## config.mk

```make
export PLATFORM = sky130hd
export DESIGN_NAME = pcp_sum
export DESIGN_NICKNAME = d
export VERILOG_FILES = /design/src/hw/rtl/pcp_pkg.sv /design/src/hw/rtl/pcp_sum.sv
export SDC_FILE = /design/constraint.sdc
export NUM_CORES = 1
export LEC_CHECK = 0
export ABC_AREA = 1
export BUFFER_PORTS_ARGS = -buffer_cell sky130_fd_sc_hd__buf_2
export CORE_MARGIN = 3
export CORE_UTILIZATION = 45
export CTS_CLUSTER_SIZE = 40
export DETAILED_ROUTE_END_ITERATION = 8
export PLACE_DENSITY = 0.76
export SLEW_MARGIN = 20
export SYNTH_ARGS = -nofsm -noshare
export SYNTH_HDL_FRONTEND = slang
export SYNTH_SLANG_ARGS = --single-unit
```

## constraint.sdc

```tcl
create_clock -name clk -period 3.3 [get_ports clk]
set_clock_uncertainty 0.1 [all_clocks]
set_input_delay 0.165 -clock clk [delete_from_list [all_inputs] [get_ports clk]]
set_output_delay 0.165 -clock clk [all_outputs]
set_load 0.01 [all_outputs]
```

## src/hw/rtl/pcp_pkg.sv

```systemverilog
// Shared types, command codes and seed table for the permutation-conjugation generator.
`timescale 1ns / 1ps

package pcp_pkg;

    localparam int SLOTS      = 32;
    localparam int IDX_W      = 5;
    localparam int VAL_W      = 8;
    localparam int WORD_W     = 32;
    localparam int FIFO_DEPTH = 8;
    localparam int PTR_W      = 3;
    localparam int CNT_W      = 4;

    localparam logic [1:0] CMD_LOAD_BASE = 2'd0;
    localparam logic [1:0] CMD_LOAD_RUN  = 2'd1;
    localparam logic [1:0] CMD_LOAD_MIX  = 2'd2;
    localparam logic [1:0] CMD_STEP      = 2'd3;

    typedef logic [VAL_W-1:0] byte_t;
    typedef logic [IDX_W-1:0] perm_t;

    typedef struct packed {
        logic [1:0]  command;
        perm_t       entry_index;
        byte_t       entry_value;
    } req_t;

    // Pipeline occupancy reported by the core
    typedef struct packed {
        logic stage_step;
        logic done_step;
    } core_status_t;

    localparam byte_t SEED [SLOTS] = '{
        8'd1,   8'd2,   8'd3,   8'd5,   8'd7,   8'd11,  8'd13,  8'd17,
        8'd19,  8'd23,  8'd29,  8'd31,  8'd33,  8'd37,  8'd39,  8'd41,
        8'd143, 8'd151, 8'd157, 8'd159, 8'd161, 8'd167, 8'd171, 8'd175,
        8'd212, 8'd85,  8'd1,   8'd0,   8'd0,   8'd0,   8'd0,   8'd0
    };

endpackage

```

## src/hw/rtl/pcp_sum.sv

```systemverilog
// Two-level adder tree that folds the updated mix bytes into one word.
`timescale 1ns / 1ps

module pcp_sum
    import pcp_pkg::*;
#(
    parameter int ENTRIES = 32
) (
    input  logic              clk,
    input  logic              rst_n,
    input  logic              start,
    input  byte_t             mix [ENTRIES],
    output logic              busy,
    output logic              word_valid,
    output logic [WORD_W-1:0] word
);

    localparam int GROUP  = 4;
    localparam int GROUPS = (ENTRIES + GROUP - 1) / GROUP;

    logic [WORD_W-1:0] part_reg  [GROUPS];
    logic [WORD_W-1:0] part_next [GROUPS];
    logic              part_valid_reg;

    // Sum each group of shifted bytes
    always_comb
    begin
        logic [WORD_W-1:0] acc;
        for (int g = 0; g < GROUPS; g++)
        begin
            acc = '0;
            for (int k = 0; k < GROUP; k++)
            begin
                if (g * GROUP + k < ENTRIES)
                begin
                    acc = acc + (WORD_W'(mix[g * GROUP + k]) << (g * GROUP + k));
                end
            end
            part_next[g] = acc;
        end
    end

    always_ff @(posedge clk or negedge rst_n)
    begin
        if (!rst_n)
        begin
            part_valid_reg <= 1'b0;
        end
        else
        begin
            part_valid_reg <= start;
        end
    end

    always_ff @(posedge clk)
    begin
        if (start)
        begin
            part_reg <= part_next;
        end
    end

    // Fold the group sums
    always_comb
    begin
        logic [WORD_W-1:0] tot;
        tot = '0;
        for (int g = 0; g < GROUPS; g++)
        begin
            tot = tot + part_reg[g];
        end
        word = tot;
    end

    assign word_valid = part_valid_reg;
    assign busy       = part_valid_reg;

endmodule

```

==> results.toml <==
[outcome]
outcome = "finished, violations left"
violations = "setup timing"

[final_layout]
final_area_um2 = 14200
finish.net_count = 1973
nFillCells = 1836
drive_gt1_frac = 0.372
largest_reg_flops = 84
fin_util = 0.621
area_growth_pct = 34.9

[setup_path]
worstSetupEndpointType = "output pin"
cpMaxStageDelayCell = "fa_1"
slowest_delay_ns = 0.49
crit_fanout = 4
critPathKind = "register to output pin"
crit_arrival_ns = 3.27
crit_chain = "fa_1 > ha_1 > inv_2 > fa_1 > inv_2 > ha_4 > nand2_4 > nor2_4 > and2_4 > nand4_1 > nand3_1 > nand2_1 > nand2_1 > buf_2"
crit_required_ns = 3.03
critPathLaunchType = "register"

[clocking]
cts_tree = "yes"
root_buffer = "clkbuf_16"
clk_pin_slew_ns = 0.06
max-clock-path-buffers = 2
clock_sinks = 85
htree_levels = 3
cts_buffers = 9

[yosys]
syn_inst = 1092
synthArstFlopShare = 0.0118
post-synth-top-count-cell = "nand2_1"
synth-seq-area-share = 0.243
synth_top_area_frac = 0.241
syn-cell-area_um2 = 10500
synth_common_cells = "221 x nand2_1, 203 x inv_1, 186 x ha_1"
yosysUniqueCellTypes = 29
yosys-top-cells-area = "edfxtp_1 24%, ha_1 22%, fa_1 21%"
synth_warnings = 0
syn_nets = 1648
ys.flop_type = "edfxtp_1"
synth_top_area_cell = "edfxtp_1"
ys_ff_latch = 85
syn_avg_cell_area_um2 = 9.60
synth_edf_count = 84

[sta]
tightest_slew_ns = 1.05
max_freq_mhz = 283
whs_ns = 0.0196
setup_ws_ns = -0.234
min_period_over_period = 1.07
finalSetupViolations = 16
fin_crit_ns = 3.53
final_max_slew_viol_count = 0
maxSlewHeadroom = 0.302
rsz0062_at_grt = "true"
hold_violations = 0

[grt]
grt_max_degree = 86
grt_pass1_wl_mm = 40.4
grt_overflow_total = 0
grt_use_total = 0.201
grt_pass1_vias = 8881
antenna_found_initial = 1

[placed_design]
placed_cell_area_um2 = 12300
port_buffers = 264
globalplace.congestion = 0.863
dp_hpwl_mm = 20.1
place_ws_ns = -0.133

[route]
vias = 8350
drt_iter0_markers = 323
routed_wl_mm = 25.0
drc = 0
vias_per_cell = 4.81
wl_per_cell_um = 14.4
ant_nets = 0
drt_first_pass_iters = 4

[die]
num_rows = 55
die_area_um2 = 25200
start_util = 0.460
die_h_um = 159
die_x_um = 159
core-area_um2 = 22800
io_pins = 293

[worst_hold_path]
hold_class = "input port to asynchronous set/reset pin"

[run]
drv_cap = 0
## layout by cell type (no fill, tap or decap), types with 2 or more instances in the layout
master | synthesis | routed
xor2_1 | 48 | 46
clkinvlp_4 | 0 | 2
a21oi_2 | 0 | 12
nand3_1 | 51 | 46
buf_4 | 5 | 34
and2_4 | 0 | 2
nand2_2 | 8 | 46
inv_2 | 9 | 27
edfxtp_1 | 84 | 84
nand2_1 | 221 | 160
clkbuf_16 | 0 | 9
nand4_1 | 17 | 17
nor2_4 | 2 | 13
a21oi_1 | 61 | 48
dlygate4sd3_1 | 0 | 12
nand3_2 | 4 | 7
ha_1 | 186 | 128
o21ai_0 | 12 | 12
inv_1 | 203 | 181
fa_1 | 111 | 110
buf_2 | 0 | 261
nand2_4 | 0 | 22
xnor2_1 | 25 | 25
xor2_2 | 0 | 2
nand3_4 | 0 | 2
inv_4 | 0 | 4
nor3_4 | 0 | 3
nor2_1 | 19 | 13
o21bai_1 | 3 | 2
buf_6 | 0 | 11
nor2_2 | 8 | 3
ha_2 | 0 | 5
inv_6 | 0 | 2
ha_4 | 0 | 53
## stage by stage
stage / std cells / setup TNS [ns]
final: 1736 / -2.44
after detailed placement: 1684 / -0.655
after global routing: 1736 / -5.20
after CTS: 1725 / -2.55
after global placement: 1684 / -0.492
after floorplan: 1092 / 0
## repair_timing
item / CTS / global route
setup endpoints to repair: 21 / 21
hold buffers: 12 / 0
gates resized for setup: 174 / 68
hold endpoints to repair: 12 / 0
gates cloned: 0 / 0
buffers inserted: 14 / 12
pin swaps: 84 / 79
## per-layer routing
metal  GRT usage  wire, um  share of wire  vias to the layer above
li1            -         -              -                     4186
met1       0.262     11000           0.44                     3954
met2       0.351     12700           0.51                      182
met3      0.0285       918          0.037                       28
met4      0.0561       368          0.015                        0
met5           0         0              0                        -
## worst max-delay path, delay by kind of cell (launching register included)
family	cells	cell delay [ns]
simple gates	7	0.74
flops	1	0.39
fa+ha+maj	4	1.59
buf+inv	3	0.21
## cells by family (layout without fill, tap and decap cells)
| kind of cell | Yosys count | after routing | share of synthesized area |
|---|---|---|---|
| xor+xnor | 73 | 73 | 0.0610 |
| simple gates | 339 | 339 | 0.143 |
| flops | 85 | 85 | 0.243 |
| buf+inv | 218 | 548 | 0.0798 |
| other cells | 0 | 1 | 0 |
| compound gates | 80 | 80 | 0.0397 |
| fa+ha+maj | 297 | 297 | 0.434 |
## layout make-up
| type | instances | area (um2) | share of cell area |
|---|---|---|---|
| timing repair buffer | 319 | 1830 | 0.129 |
| inverter | 213 | 811 | 0.0573 |
| sequential | 85 | 2550 | 0.180 |
| multi-input combinational | 789 | 8270 | 0.585 |
| clock buffer | 10 | 229 | 0.0162 |
| clock inverter | 6 | 71.3 | 0.00504 |
| tap | 313 | 392 | 0.0277 |
| antenna | 1 | 2.50 | 0.000177 |
## worst max path at each step
| stage | end | start | cells after the start | slack, ns |
|---|---|---|---|---|
| after global routing | word[25] | part_reg[150] | 13 | -0.38 |
| after CTS | word[27] | part_reg[88] | 14 | -0.24 |
| after floorplan | word[18] | part_reg[112] | 14 | 0.22 |
| final | word[24] | part_reg[176] | 14 | -0.23 |
| after detailed placement | word[24] | part_reg[151] | 13 | -0.13 |
| after global placement | word[25] | part_reg[150] | 13 | -0.09 |
Power is left out: the tool's default activity adds up to more than one toggle a clock period on the data nets, which glitch-free logic cannot reach.
