**config.mk**
```make
export PLATFORM = sky130hd
export DESIGN_NAME = pcp_fifo_flat
export DESIGN_NICKNAME = d
export VERILOG_FILES = /design/src/hw/rtl/pcp_pkg.sv /design/src/hw/rtl/pcp_rsp_if.sv /design/src/hw/rtl/pcp_fifo.sv /design/src/flat_wrapper.sv
export SDC_FILE = /design/constraint.sdc
export NUM_CORES = 1
export LEC_CHECK = 0
export BUFFER_PORTS_ARGS = -buffer_cell sky130_fd_sc_hd__buf_2
export CAP_MARGIN = 20
export CORE_UTILIZATION = 64
export DETAILED_ROUTE_END_ITERATION = 16
export GPL_ROUTABILITY_DRIVEN = 0
export PLACE_DENSITY = 0.93
export SYNTH_ARGS = -nofsm -noshare
export SYNTH_HDL_FRONTEND = slang
export SYNTH_SLANG_ARGS = --single-unit
```
**constraint.sdc**
```tcl
create_clock -name clk -period 10.8 [get_ports clk]
set_clock_uncertainty 0.2 [all_clocks]
set_input_delay 2.7 -clock clk [delete_from_list [all_inputs] [get_ports clk]]
set_output_delay 2.7 -clock clk [all_outputs]
set_load 0.005 [all_outputs]
```
**src/hw/rtl/pcp_pkg.sv**
```systemverilog
// Shared types, command codes and seed table for the permutation-conjugation generator.
`timescale 1ns / 1ps

package pcp_pkg;

    localparam int SLOTS      = 32;
    localparam int IDX_W      = 5;
    localparam int VAL_W      = 8;
    localparam int WORD_W     = 32;
    localparam int FIFO_DEPTH = 8;
    localparam int PTR_W      = 3;
    localparam int CNT_W      = 4;

    localparam logic [1:0] CMD_LOAD_BASE = 2'd0;
    localparam logic [1:0] CMD_LOAD_RUN  = 2'd1;
    localparam logic [1:0] CMD_LOAD_MIX  = 2'd2;
    localparam logic [1:0] CMD_STEP      = 2'd3;

    typedef logic [VAL_W-1:0] byte_t;
    typedef logic [IDX_W-1:0] perm_t;

    typedef struct packed {
        logic [1:0]  command;
        perm_t       entry_index;
        byte_t       entry_value;
    } req_t;

    // Pipeline occupancy reported by the core
    typedef struct packed {
        logic stage_step;
        logic done_step;
    } core_status_t;

    localparam byte_t SEED [SLOTS] = '{
        8'd1,   8'd2,   8'd3,   8'd5,   8'd7,   8'd11,  8'd13,  8'd17,
        8'd19,  8'd23,  8'd29,  8'd31,  8'd33,  8'd37,  8'd39,  8'd41,
        8'd143, 8'd151, 8'd157, 8'd159, 8'd161, 8'd167, 8'd171, 8'd175,
        8'd212, 8'd85,  8'd1,   8'd0,   8'd0,   8'd0,   8'd0,   8'd0
    };

endpackage

```
**src/hw/rtl/pcp_rsp_if.sv**
```systemverilog
// Result channel: one random word per step request.
`timescale 1ns / 1ps

interface pcp_rsp_if;
    logic        valid;
    logic        ready;
    logic [31:0] random_word;

    modport source (output valid, random_word, input ready);
    modport sink (input valid, random_word, output ready);
endinterface

```
**src/hw/rtl/pcp_fifo.sv**
```systemverilog
// Small result queue that drives the result channel.
`timescale 1ns / 1ps

module pcp_fifo
    import pcp_pkg::*;
(
    input  logic              clk,
    input  logic              rst_n,
    input  logic              push,
    input  logic [WORD_W-1:0] push_data,
    output logic [CNT_W-1:0]  count,
    pcp_rsp_if.source         rsp
);

    logic [WORD_W-1:0] slot_reg [FIFO_DEPTH];
    logic [PTR_W-1:0]  wr_ptr_reg;
    logic [PTR_W-1:0]  rd_ptr_reg;
    logic [CNT_W-1:0]  count_reg;
    logic              pop;

    assign pop = rsp.valid && rsp.ready;

    // Advance pointers and occupancy
    always_ff @(posedge clk or negedge rst_n)
    begin
        if (!rst_n)
        begin
            wr_ptr_reg <= '0;
            rd_ptr_reg <= '0;
            count_reg  <= '0;
        end
        else
        begin
            if (push)
            begin
                wr_ptr_reg <= wr_ptr_reg + 1'b1;
            end
            if (pop)
            begin
                rd_ptr_reg <= rd_ptr_reg + 1'b1;
            end
            case ({push, pop})
                2'b10:   count_reg <= count_reg + 1'b1;
                2'b01:   count_reg <= count_reg - 1'b1;
                default: count_reg <= count_reg;
            endcase
        end
    end

    always_ff @(posedge clk)
    begin
        if (push)
        begin
            slot_reg[wr_ptr_reg] <= push_data;
        end
    end

    assign rsp.valid       = count_reg != '0;
    assign rsp.random_word = slot_reg[rd_ptr_reg];
    assign count           = count_reg;

endmodule

```
**src/flat_wrapper.sv**
```systemverilog
// flat-port wrapper written by rule: the top's interface ports become plain ports
module pcp_fifo_flat import pcp_pkg::*;
  (clk, rst_n, push, push_data, count, rsp_valid, rsp_random_word, rsp_ready);
  pcp_rsp_if rsp_i ();
  input  logic clk;
  input  logic rst_n;
  input  logic push;
  input  logic [WORD_W-1:0] push_data;
  output logic [CNT_W-1:0] count;
  output wire logic [$bits(rsp_i.valid)-1:0] rsp_valid;
  output wire logic [$bits(rsp_i.random_word)-1:0] rsp_random_word;
  input wire logic [$bits(rsp_i.ready)-1:0] rsp_ready;
  assign rsp_valid = rsp_i.valid;
  assign rsp_random_word = rsp_i.random_word;
  assign rsp_i.ready = rsp_ready;
  pcp_fifo u_core (.clk(clk), .rst_n(rst_n), .push(push), .push_data(push_data), .count(count), .rsp(rsp_i));
endmodule
```
==> impl_metrics.env, run 1 <==
export IMPL_status="completed"
export IMPL_cpPeakStageDelay_ps=750
export IMPL_crit_chain="buf_4 -> mux4_1 -> mux2_2 -> buf_2"
export IMPL_wl_um=19170
export IMPL_fin_setup_tns_ps=0
export IMPL_ir_drop_v=0.0001985
export IMPL_path_clk_slew_ps=60
export IMPL_routedWlPerCell_um=25.69
export IMPL_drcViolationCount=0
export IMPL_seq_area_frac_synth=0.7707
export IMPL_syn_area_per_cell_um2=24.23
export IMPL_drt_initial_drc_count=402
export IMPL_coreArea_mm2=0.01577
export IMPL_cts_tree="done"
export IMPL_clock_fmax_mhz=168.0
export IMPL_area_delta_synth_final_pct=13.22
export IMPL_synth_distinct_cells=26
export IMPL_syn_nets=466
export IMPL_cts_max_level=1
export IMPL_power_density_mw_per_mm2=261.2
export IMPL_grt_max_degree=51
export IMPL_cts_root_buf="clkbuf_16"
export IMPL_synth_compound_gate_area_share=0.002308
export IMPL_crit_arrival_ps=3050
export IMPL_via_per_inst=6.295
export IMPL_path_class="register to primary output"
export IMPL_antenna_found_initial=2
export IMPL_power_leakage_nw=3.909
export IMPL_io_buffer_count=72
export IMPL_min_from="u_core.count[3]$_DFFE_PN0P_"
export IMPL_crit_path_max_fanout=50
export IMPL_ys_flop_type="edfxtp_1"
export IMPL_ant_nets=0
export IMPL_die_x_um=128.9
export IMPL_clk_insertion_delay_late_ps=510
export IMPL_yosys_area_top_type="edfxtp_1"
export IMPL_cts_resized=0
export IMPL_drive_gt1_frac=0.3755
export IMPL_dp_cells=705
export IMPL_synth_commonest_cells="256 x edfxtp_1, 39 x mux4_2, 35 x mux2_2, 25 x mux4_1, 10 x dfrtp_1"
export IMPL_critPathCaptureType="primary output"
export IMPL_syn_inst=425
export IMPL_hold_buffers=0
export IMPL_syn_area_mm2=0.01030
export IMPL_grt_pass1_vias=4895
export IMPL_min_to="u_core.count[3]$_DFFE_PN0P_"
export IMPL_hpwlAfterDp_um=10610
export IMPL_cp_slowest_cell="buf_4"
export IMPL_yosysWarnings=0
export IMPL_hold_violations=0
export IMPL_fin_nets=558
export IMPL_synth_adder_area_share=0.006075
export IMPL_hp_class="register to register"
export IMPL_rsz0062_at_grt="no"
export IMPL_grt_remaining_overflow=0
export IMPL_ios=73
export IMPL_cap_violations=0
export IMPL_synth_xor_area_share=0.007654
export IMPL_vias=4696
export IMPL_synthArstFlopShare=0.03759
export IMPL_final_instance_count_excl_fill=746
export IMPL_reg2reg_to="u_core.count[2]$_DFFE_PN0P_"
export IMPL_r2r_slack_ps=7910
export IMPL_period_needed_ps=5951
export IMPL_timing_rr_start="u_core.count[1]$_DFFE_PN0P_"
export IMPL_cts_sinks=266
export IMPL_worst_endpoint_required_ps=7900
export IMPL_grt_use_total=0.2413
export IMPL_synth_most_common_cell="edfxtp_1"
export IMPL_min_period_over_period=0.5510
export IMPL_hold_depth=1
export IMPL_muxShareOfSynthArea=0.1873
export IMPL_relSlewSlack=0.3625
export IMPL_clk_path_buf_depth=3
export IMPL_synth_seq_cells=266
export IMPL_die_area_mm2=0.01660
export IMPL_synth_edf_count=256
export IMPL_worst_pin_slew_ps=956.3
export IMPL_post_cts_buffers=0
export IMPL_row_count=46
export IMPL_synthTopCellsByArea="edfxtp_1 75%, mux4_2 8.5%, mux4_1 6.4%"
export IMPL_cts_buffers=26
export IMPL_finalSetupViolations=0
export IMPL_synth_top_family_by_area="multiplexers"
export IMPL_crit_path_start_kind="register"
export IMPL_r2r_cells=10
export IMPL_grt_pass1_wl_um=28480
export IMPL_largest_reg_flops=256
export IMPL_drv_slew=0
export IMPL_die_y_um=128.9
export IMPL_synth_simple_gate_area_frac=0.01106
export IMPL_start_util=0.6530
export IMPL_yosys_area_top_type_share=0.7464
export IMPL_firstDrtPassIters=4
export IMPL_diodes=0
logic make-up (layout without fill, tap and decap cells):
kind of cell / after synthesis / count (layout)
flops: 266 / 266
compound gates: 4 / 4
buf+inv: 20 / 125
fa+ha+maj: 5 / 5
mux: 99 / 99
xor+xnor: 9 / 9
simple gates: 22 / 22
power by group:
group | leakage, nW | internal, mW | total [mW] | switching, mW
sequential | 2.44 | 1.30 | 1.42 | 0.116
clock | 0.358 | 0.449 | 0.794 | 0.345
combinational | 1.11 | 0.445 | 0.833 | 0.388
how the worst max path moves through the flow:
stage | startpoint | end
floorplan | push | u_core.slot_reg[0][0]$_DFFE_PP_
global placement | u_core.rd_ptr_reg[0]$_DFFE_PN0N_ | rsp_random_word[14]
global route | u_core.rd_ptr_reg[0]$_DFFE_PN0N_ | rsp_random_word[0]
CTS | u_core.rd_ptr_reg[0]$_DFFE_PN0N_ | rsp_random_word[14]
detailed placement | u_core.rd_ptr_reg[0]$_DFFE_PN0N_ | rsp_random_word[14]
finish | u_core.rd_ptr_reg[0]$_DFFE_PN0N_ | rsp_random_word[14]
cells in the final DEF, fill, tap and decap left out, drive strengths merged, types with 3 or more instances in the layout:
| master | netlist | final |
|---|---|---|
| mux2 | 35 | 35 |
| mux4 | 64 | 64 |
| clkbuf | 5 | 30 |
| nor2 | 7 | 7 |
| nand2 | 4 | 4 |
| buf | 13 | 82 |
| a21oi | 3 | 3 |
| nand2b | 4 | 4 |
| ha | 5 | 5 |
| dfrtp | 10 | 10 |
| xnor2 | 4 | 4 |
| clkinv | 0 | 9 |
| xor2 | 5 | 5 |
| edfxtp | 256 | 256 |
stage by stage:
| stage | setup WS (ps) | hold slack [ps] | power (mW) | area [um^2] | util |
|---|---|---|---|---|---|
| floorplan | 5139 | 276.6 | 1.992 | 10300 | - |
| global placement | 5398 | 272.7 | 2.226 | 10920 | 0.6925 |
| detailed placement | 5275 | 287.4 | 2.273 | 10920 | 0.6925 |
| CTS | 4734 | 302.2 | 3.074 | 11660 | 0.7394 |
| global route | 4663 | 315.1 | 3.174 | 11660 | 0.7394 |
| finish | 4849 | 298.1 | 3.046 | 11660 | 0.7394 |
worst max-delay path, delay by kind of cell (launching register included):
family	cells	cell delay, ps
flip-flops	1	630
multiplexers	2	1010
buffers and inverters	2	880
area by class of cell:
cell class | count | area (um^2)
multi-input combinational | 139 | 2263
timing repair buffer | 82 | 435.4
tap | 216 | 270.3
clock inverter | 11 | 52.55
inverter | 2 | 7.507
fill | 894 | 4110
sequential | 266 | 7944
clock buffer | 30 | 686.9
metal layers:
metal	vias up	wire, um	track usage
met1	2474	7672	0.3352
met5	-	32	0
met2	195	9825	0.4013
li1	1991	-	-
met3	32	1304	0.04574
met4	4	333	0.06574
(Power assumes the default switching activity.)
==> inputs of run 2 (changes only) <==
--- a/config.mk
+++ b/config.mk
@@ -7,10 +7,10 @@
 export LEC_CHECK = 0
 export BUFFER_PORTS_ARGS = -buffer_cell sky130_fd_sc_hd__buf_2
 export CAP_MARGIN = 20
-export CORE_UTILIZATION = 64
+export CORE_UTILIZATION = 60
 export DETAILED_ROUTE_END_ITERATION = 16
 export GPL_ROUTABILITY_DRIVEN = 0
-export PLACE_DENSITY = 0.93
+export PLACE_DENSITY = 0.88
 export SYNTH_ARGS = -nofsm -noshare
 export SYNTH_HDL_FRONTEND = slang
 export SYNTH_SLANG_ARGS = --single-unit
==> constraint.sdc (replaced) <==
create_clock -name clk -period 5.49 [get_ports clk]
set_clock_uncertainty 0.2 [all_clocks]
set_input_delay 1.3725 -clock clk [delete_from_list [all_inputs] [get_ports clk]]
set_output_delay 1.3725 -clock clk [all_outputs]
set_load 0.005 [all_outputs]
==> run 2 against run 1 <==
Clock power is 120% higher. First-iteration DRC count down 30%. Utilization shrank 3.1 points. Final cell count rose by 1.9%. Via count down 1.9%. Die area is 6.6% higher. Non-clock buffer count increased by 3. Flip-flop and latch count is the same. Combinational power up 86%. Sequential share of layout area is 0.77 points lower. Clock-buffer cell count did not move. Critical path depth stayed put. Largest power group unchanged. Highest routed layer is now met4.
==> impl_metrics.env, run 2 (same netlist as run 1, synthesis figures left out) <==
export IMPL_status="completed"
export IMPL_worst_endpoint_required_ps=3920
export IMPL_postPlaceCellArea_mm2=0.01095
export IMPL_diodes=0
export IMPL_top_usage_layer="met2"
export IMPL_grtUsageMet2=0.3711
export IMPL_critPathCaptureType="primary output"
export IMPL_path_clk_slew_ps=60
export IMPL_hp_class="register to register"
export IMPL_period_needed_ps=4476
export IMPL_antenna_found_initial=1
export IMPL_crit_path_start_kind="register"
export IMPL_clk_path_buf_depth=3
export IMPL_clock_fmax_mhz=223.4
export IMPL_power_density_mw_per_mm2=521.0
export IMPL_cts_sinks=266
export IMPL_post_cts_buffers=0
export IMPL_cts_root_buf="clkbuf_16"
export IMPL_final_common_cell="edfxtp_1"
export IMPL_fin_total_pwr_mw=6.145
export IMPL_crit_end="rsp_random_word[6]"
export IMPL_fin_setup_tns_ps=0
export IMPL_via_per_inst=6.063
export IMPL_io_buffer_count=72
export IMPL_grt_pass1_wl_um=28780
export IMPL_reg2reg_to="u_core.count[2]$_DFFE_PN0P_"
export IMPL_r2r_slack_ps=2720
export IMPL_crit_path_max_fanout=47
export IMPL_firstDrtPassIters=4
export IMPL_grt_remaining_overflow=0
export IMPL_ios=73
export IMPL_cap_violations=0
export IMPL_drcViolationCount=0
export IMPL_vias=4608
export IMPL_grt_pass1_vias=4971
export IMPL_path_class="register to primary output"
export IMPL_area_delta_synth_final_pct=14.52
export IMPL_die_area_mm2=0.01769
export IMPL_hold_depth=1
export IMPL_grt_use_total=0.2237
export IMPL_drive_gt1_frac=0.3796
export IMPL_cts_max_level=1
export IMPL_ir_drop_v=0.0003769
export IMPL_setup_ws_ps=1014
export IMPL_crit_arrival_ps=2900
export IMPL_die_y_um=133.0
export IMPL_routedWlPerCell_um=24.67
export IMPL_row_count=47
export IMPL_hold_buffers=0
export IMPL_grt_max_degree=48
export IMPL_met3_usage=0.04751
export IMPL_r2r_cells=10
export IMPL_start_util=0.6188
export IMPL_hpwlAfterDp_um=10310
export IMPL_cts_tree="done"
export IMPL_cts_resized=0
export IMPL_fin_nets=561
export IMPL_n_fill_cell=932
export IMPL_wl_um=18750
export IMPL_cts_buffers=26
export IMPL_worst_pin_slew_ps=1026
export IMPL_rsz0062_at_grt="no"
export IMPL_timing_rr_start="u_core.count[1]$_DFFE_PN0P_"
export IMPL_ant_nets=0
export IMPL_grt_use_met1=0.2958
export IMPL_hold_violations=0
export IMPL_hold_slack_ps=284.9
export IMPL_fin_area_mm2=0.01179
export IMPL_min_period_over_period=0.8152
export IMPL_die_x_um=133.0
export IMPL_relSlewSlack=0.3141
export IMPL_startpoint="u_core.rd_ptr_reg[0]$_DFFE_PN0N_"
export IMPL_finalSetupViolations=0
export IMPL_dp_slack_ps=1547
export IMPL_largest_reg_flops=256
export IMPL_clk_insertion_delay_late_ps=510
export IMPL_final_cell_mix="256 x edfxtp_1, 72 x buf_2, 39 x mux4_2"
export IMPL_coreArea_mm2=0.01664
export IMPL_drt_initial_drc_count=280
export IMPL_drv_slew=0
export IMPL_power_leakage_nw=3.978
[run 2: power by group]
part | switching, mW | internal (mW) | total [mW]
combinational | 0.669 | 0.883 | 1.55
clock | 0.697 | 1.03 | 1.73
sequential | 0.302 | 2.56 | 2.86
[run 2: layout make-up]
cell class	instances	area [um^2]	area share
Clock buffer	30	686.9	0.05824
Clock inverter	18	158.9	0.01347
Inverter	2	7.507	0.0006365
Multi-Input combinational cell	139	2263	0.1919
Sequential cell	266	7944	0.6736
Tap cell	220	275.3	0.02334
Timing Repair Buffer	85	457.9	0.03883
[run 2: per-stage QoR]
stage	cells	util
floorplan	425	-
global placement	712	0.6578
detailed placement	712	0.6578
CTS	760	0.7087
global route	760	0.7087
finish	760	0.7087
[run 2: routing by layer]
metal	up-vias	routed length, um
met5	-	0
met4	0	422
met3	38	1537
met2	198	9395
met1	2364	7394
li1	2008	-
[run 2: how the worst min path moves through the flow]
stage	startpoint	end	slack, ps
2_1_floorplan	u_core.count[3]$_DFFE_PN0P_	u_core.count[3]$_DFFE_PN0P_	280
3_3_place_gp	u_core.count[3]$_DFFE_PN0P_	u_core.count[3]$_DFFE_PN0P_	270
3_5_place_dp	u_core.count[3]$_DFFE_PN0P_	u_core.count[3]$_DFFE_PN0P_	280
4_1_cts	u_core.count[3]$_DFFE_PN0P_	u_core.count[3]$_DFFE_PN0P_	290
5_1_grt	u_core.count[3]$_DFFE_PN0P_	u_core.count[3]$_DFFE_PN0P_	350
6_report	u_core.count[3]$_DFFE_PN0P_	u_core.count[3]$_DFFE_PN0P_	280
[run 2: worst max-delay path, cell delays in order (launching register included)]
cell and delay (ps):
dfrtp_4 980, buf_4 340, mux4_1 620, mux2_2 280, buf_2 130
==> inputs of run 3 (changes only) <==
--- a/config.mk
+++ b/config.mk
@@ -5,12 +5,13 @@
 export SDC_FILE = /design/constraint.sdc
 export NUM_CORES = 1
 export LEC_CHECK = 0
+export ABC_AREA = 1
 export BUFFER_PORTS_ARGS = -buffer_cell sky130_fd_sc_hd__buf_2
 export CAP_MARGIN = 20
-export CORE_UTILIZATION = 60
+export CORE_UTILIZATION = 54
 export DETAILED_ROUTE_END_ITERATION = 16
 export GPL_ROUTABILITY_DRIVEN = 0
-export PLACE_DENSITY = 0.88
+export PLACE_DENSITY = 0.84
 export SYNTH_ARGS = -nofsm -noshare
 export SYNTH_HDL_FRONTEND = slang
 export SYNTH_SLANG_ARGS = --single-unit
==> constraint.sdc (replaced) <==
create_clock -name clk -period 3.75 [get_ports clk]
set_clock_uncertainty 0.2 [all_clocks]
set_input_delay 0.9375 -clock clk [delete_from_list [all_inputs] [get_ports clk]]
set_output_delay 0.9375 -clock clk [all_outputs]
set_load 0.005 [all_outputs]
==> run 3 against run 2 <==
Final cell count up 59%. Setup slack worse by 770 ps. Critical endpoint is now rsp_random_word[0]. Die area up 14%. Sequential power up 34%. Largest cell class unchanged. Critical path type unchanged.
==> impl_metrics.env, run 3 <==
export IMPL_status="completed"
export IMPL_postPlaceCellArea_mm2=0.01127
export IMPL_rsz0062_at_grt="no"
export IMPL_cts_root_buf="clkbuf_16"
export IMPL_hold_violations=0
export IMPL_crit_path_max_fanout=57
export IMPL_ir_drop_v=0.0005130
export IMPL_seq_area_mm2=0.007945
export IMPL_grtUsageMet2=0.3782
export IMPL_coreArea_mm2=0.01902
export IMPL_die_y_um=142.2
export IMPL_row_count=50
export IMPL_cap_violations=0
export IMPL_fin_setup_tns_ps=0
export IMPL_drv_slew=0
export IMPL_n_fill_cell=1357
export IMPL_hpwlAfterDp_um=11330
export IMPL_clock_fmax_mhz=285.4
export IMPL_cts_max_level=1
export IMPL_antenna_found_initial=0
export IMPL_syn_area_per_cell_um2=12.26
export IMPL_vias=6686
export IMPL_area_delta_synth_final_pct=13.59
export IMPL_syn_area_mm2=0.01062
export IMPL_drive_gt1_frac=0.1391
export IMPL_via_per_inst=5.530
export IMPL_path_class="register to primary output"
export IMPL_critPathCaptureType="primary output"
export IMPL_drt_initial_drc_count=612
export IMPL_grt_pass1_vias=6516
export IMPL_fin_total_pwr_mw=9.206
export IMPL_relSlewSlack=0.5507
export IMPL_grt_use_met1=0.2881
export IMPL_ant_nets=0
export IMPL_yosys_area_top_type_share=0.7239
export IMPL_diodes=0
export IMPL_cts_resized=0
export IMPL_cts_buffers=26
export IMPL_dp_slack_ps=837.2
export IMPL_largest_reg_flops=256
export IMPL_ys_flop_type="edfxtp_1"
export IMPL_grt_use_total=0.2192
export IMPL_clk_insertion_delay_late_ps=520
export IMPL_worst_endpoint_required_ps=2610
export IMPL_hold_slack_ps=69.71
export IMPL_synth_edf_count=256
export IMPL_setup_ws_ps=245.8
export IMPL_worst_pin_slew_ps=672.4
export IMPL_grt_pass1_wl_um=33840
export IMPL_seq_area_frac_synth=0.7475
export IMPL_hp_class="input pin to async pin"
export IMPL_cts_tree="done"
export IMPL_power_leakage_nw=4.291
export IMPL_synth_distinct_cells=22
export IMPL_synth_most_common_cell="edfxtp_1"
export IMPL_synthArstFlopShare=0.03759
export IMPL_cts_sinks=266
export IMPL_top_usage_layer="met2"
export IMPL_die_area_mm2=0.02023
export IMPL_post_cts_buffers=0
export IMPL_drcViolationCount=0
export IMPL_fin_area_mm2=0.01206
export IMPL_synth_seq_cells=266
export IMPL_die_x_um=142.2
export IMPL_final_cell_mix="256 x edfxtp_1, 197 x nor2_1, 134 x o21ai_0"
export IMPL_path_clk_slew_ps=60
export IMPL_fin_nets=974
export IMPL_finalSetupViolations=0
export IMPL_syn_inst=866
export IMPL_wl_um=21590
export IMPL_ios=73
export IMPL_io_buffer_count=72
export IMPL_syn_nets=907
export IMPL_yosysWarnings=0
export IMPL_crit_path_start_kind="register"
export IMPL_grt_remaining_overflow=0
export IMPL_r2r_slack_ps=1470
export IMPL_min_period_over_period=0.9344
export IMPL_synthTopCellsByArea="edfxtp_1 72%, nor2_1 7.2%, o21ai_0 6.3%"
export IMPL_firstDrtPassIters=5
export IMPL_hold_buffers=0
export IMPL_multi_input_area_mm2=0.002407
export IMPL_grt_max_degree=111
export IMPL_period_needed_ps=3504
export IMPL_yosys_area_top_type="edfxtp_1"
export IMPL_power_density_mw_per_mm2=763.2
export IMPL_start_util=0.5584
export IMPL_clk_path_buf_depth=3
export IMPL_synth_commonest_cells="256 x edfxtp_1, 205 x nor2_1, 134 x o21ai_0, 123 x nand2_1, 60 x o21ai_1"
export IMPL_crit_arrival_ps=2370
export IMPL_final_common_cell="edfxtp_1"
export IMPL_routedWlPerCell_um=17.86
export IMPL_met3_usage=0.02995
run 3: path summary, 6_finish.rpt:
kind                                                  startpoint                                to  cells past startpoint
worst max-delay path            u_core.rd_ptr_reg[0]$_DFFE_PN0N_                rsp_random_word[0]                      7
worst min-delay path                                       rst_n  u_core.wr_ptr_reg[2]$_DFFE_PN0P_                      1
worst max register to register       u_core.count[1]$_DFFE_PN0P_       u_core.count[2]$_DFFE_PN0P_                     12
worst min register to register       u_core.count[3]$_DFFE_PN0P_       u_core.count[3]$_DFFE_PN0P_                      2
max in group asynchronous                                  rst_n  u_core.rd_ptr_reg[0]$_DFFE_PN0N_                      1
min in group clk                     u_core.count[3]$_DFFE_PN0P_       u_core.count[3]$_DFFE_PN0P_                      2
run 3: layer usage:
layer,up-vias,part of all wire
li1,3165,-
met1,3238,0.41
met2,242,0.51
met3,41,0.060
met4,0,0.021
met5,-,0
run 3: power by group:
group	internal (mW)	switching, mW
sequential	3.62	0.196
combinational	1.01	1.94
clock	1.44	0.997
total	6.07	3.14
run 3: critical path, cell delays in order, from the launching register on:
cell and delay, ps:
dfrtp_4 590, clkinv_2 110, buf_4 480, nor2_1 100
o21ai_0 250, nand2_1 70, nand2_1 110, buf_2 120
run 3: cell families after synthesis:
group | count (synthesis) | share of synthesized area
xor+xnor | 5 | 0.004125
flops | 266 | 0.7475
fa+ha+maj | 5 | 0.005891
simple gates | 333 | 0.1185
buf+inv | 61 | 0.03146
compound gates | 196 | 0.09249
run 3: stage by stage:
step                utilization  std cells
detailed placement       0.5924       1165
floorplan                     -        866
finish                   0.6342       1209
global route             0.6342       1209
CTS                      0.6342       1209
global placement         0.5924       1165
run 3: final cells by class:
class / count / area share
Inverter: 12 / 0.003838
Sequential cell: 266 / 0.6587
Clock inverter: 10 / 0.007676
Clock buffer: 34 / 0.05819
Tap cell: 260 / 0.02697
Timing Repair Buffer: 88 / 0.04502
Multi-Input combinational cell: 539 / 0.1996
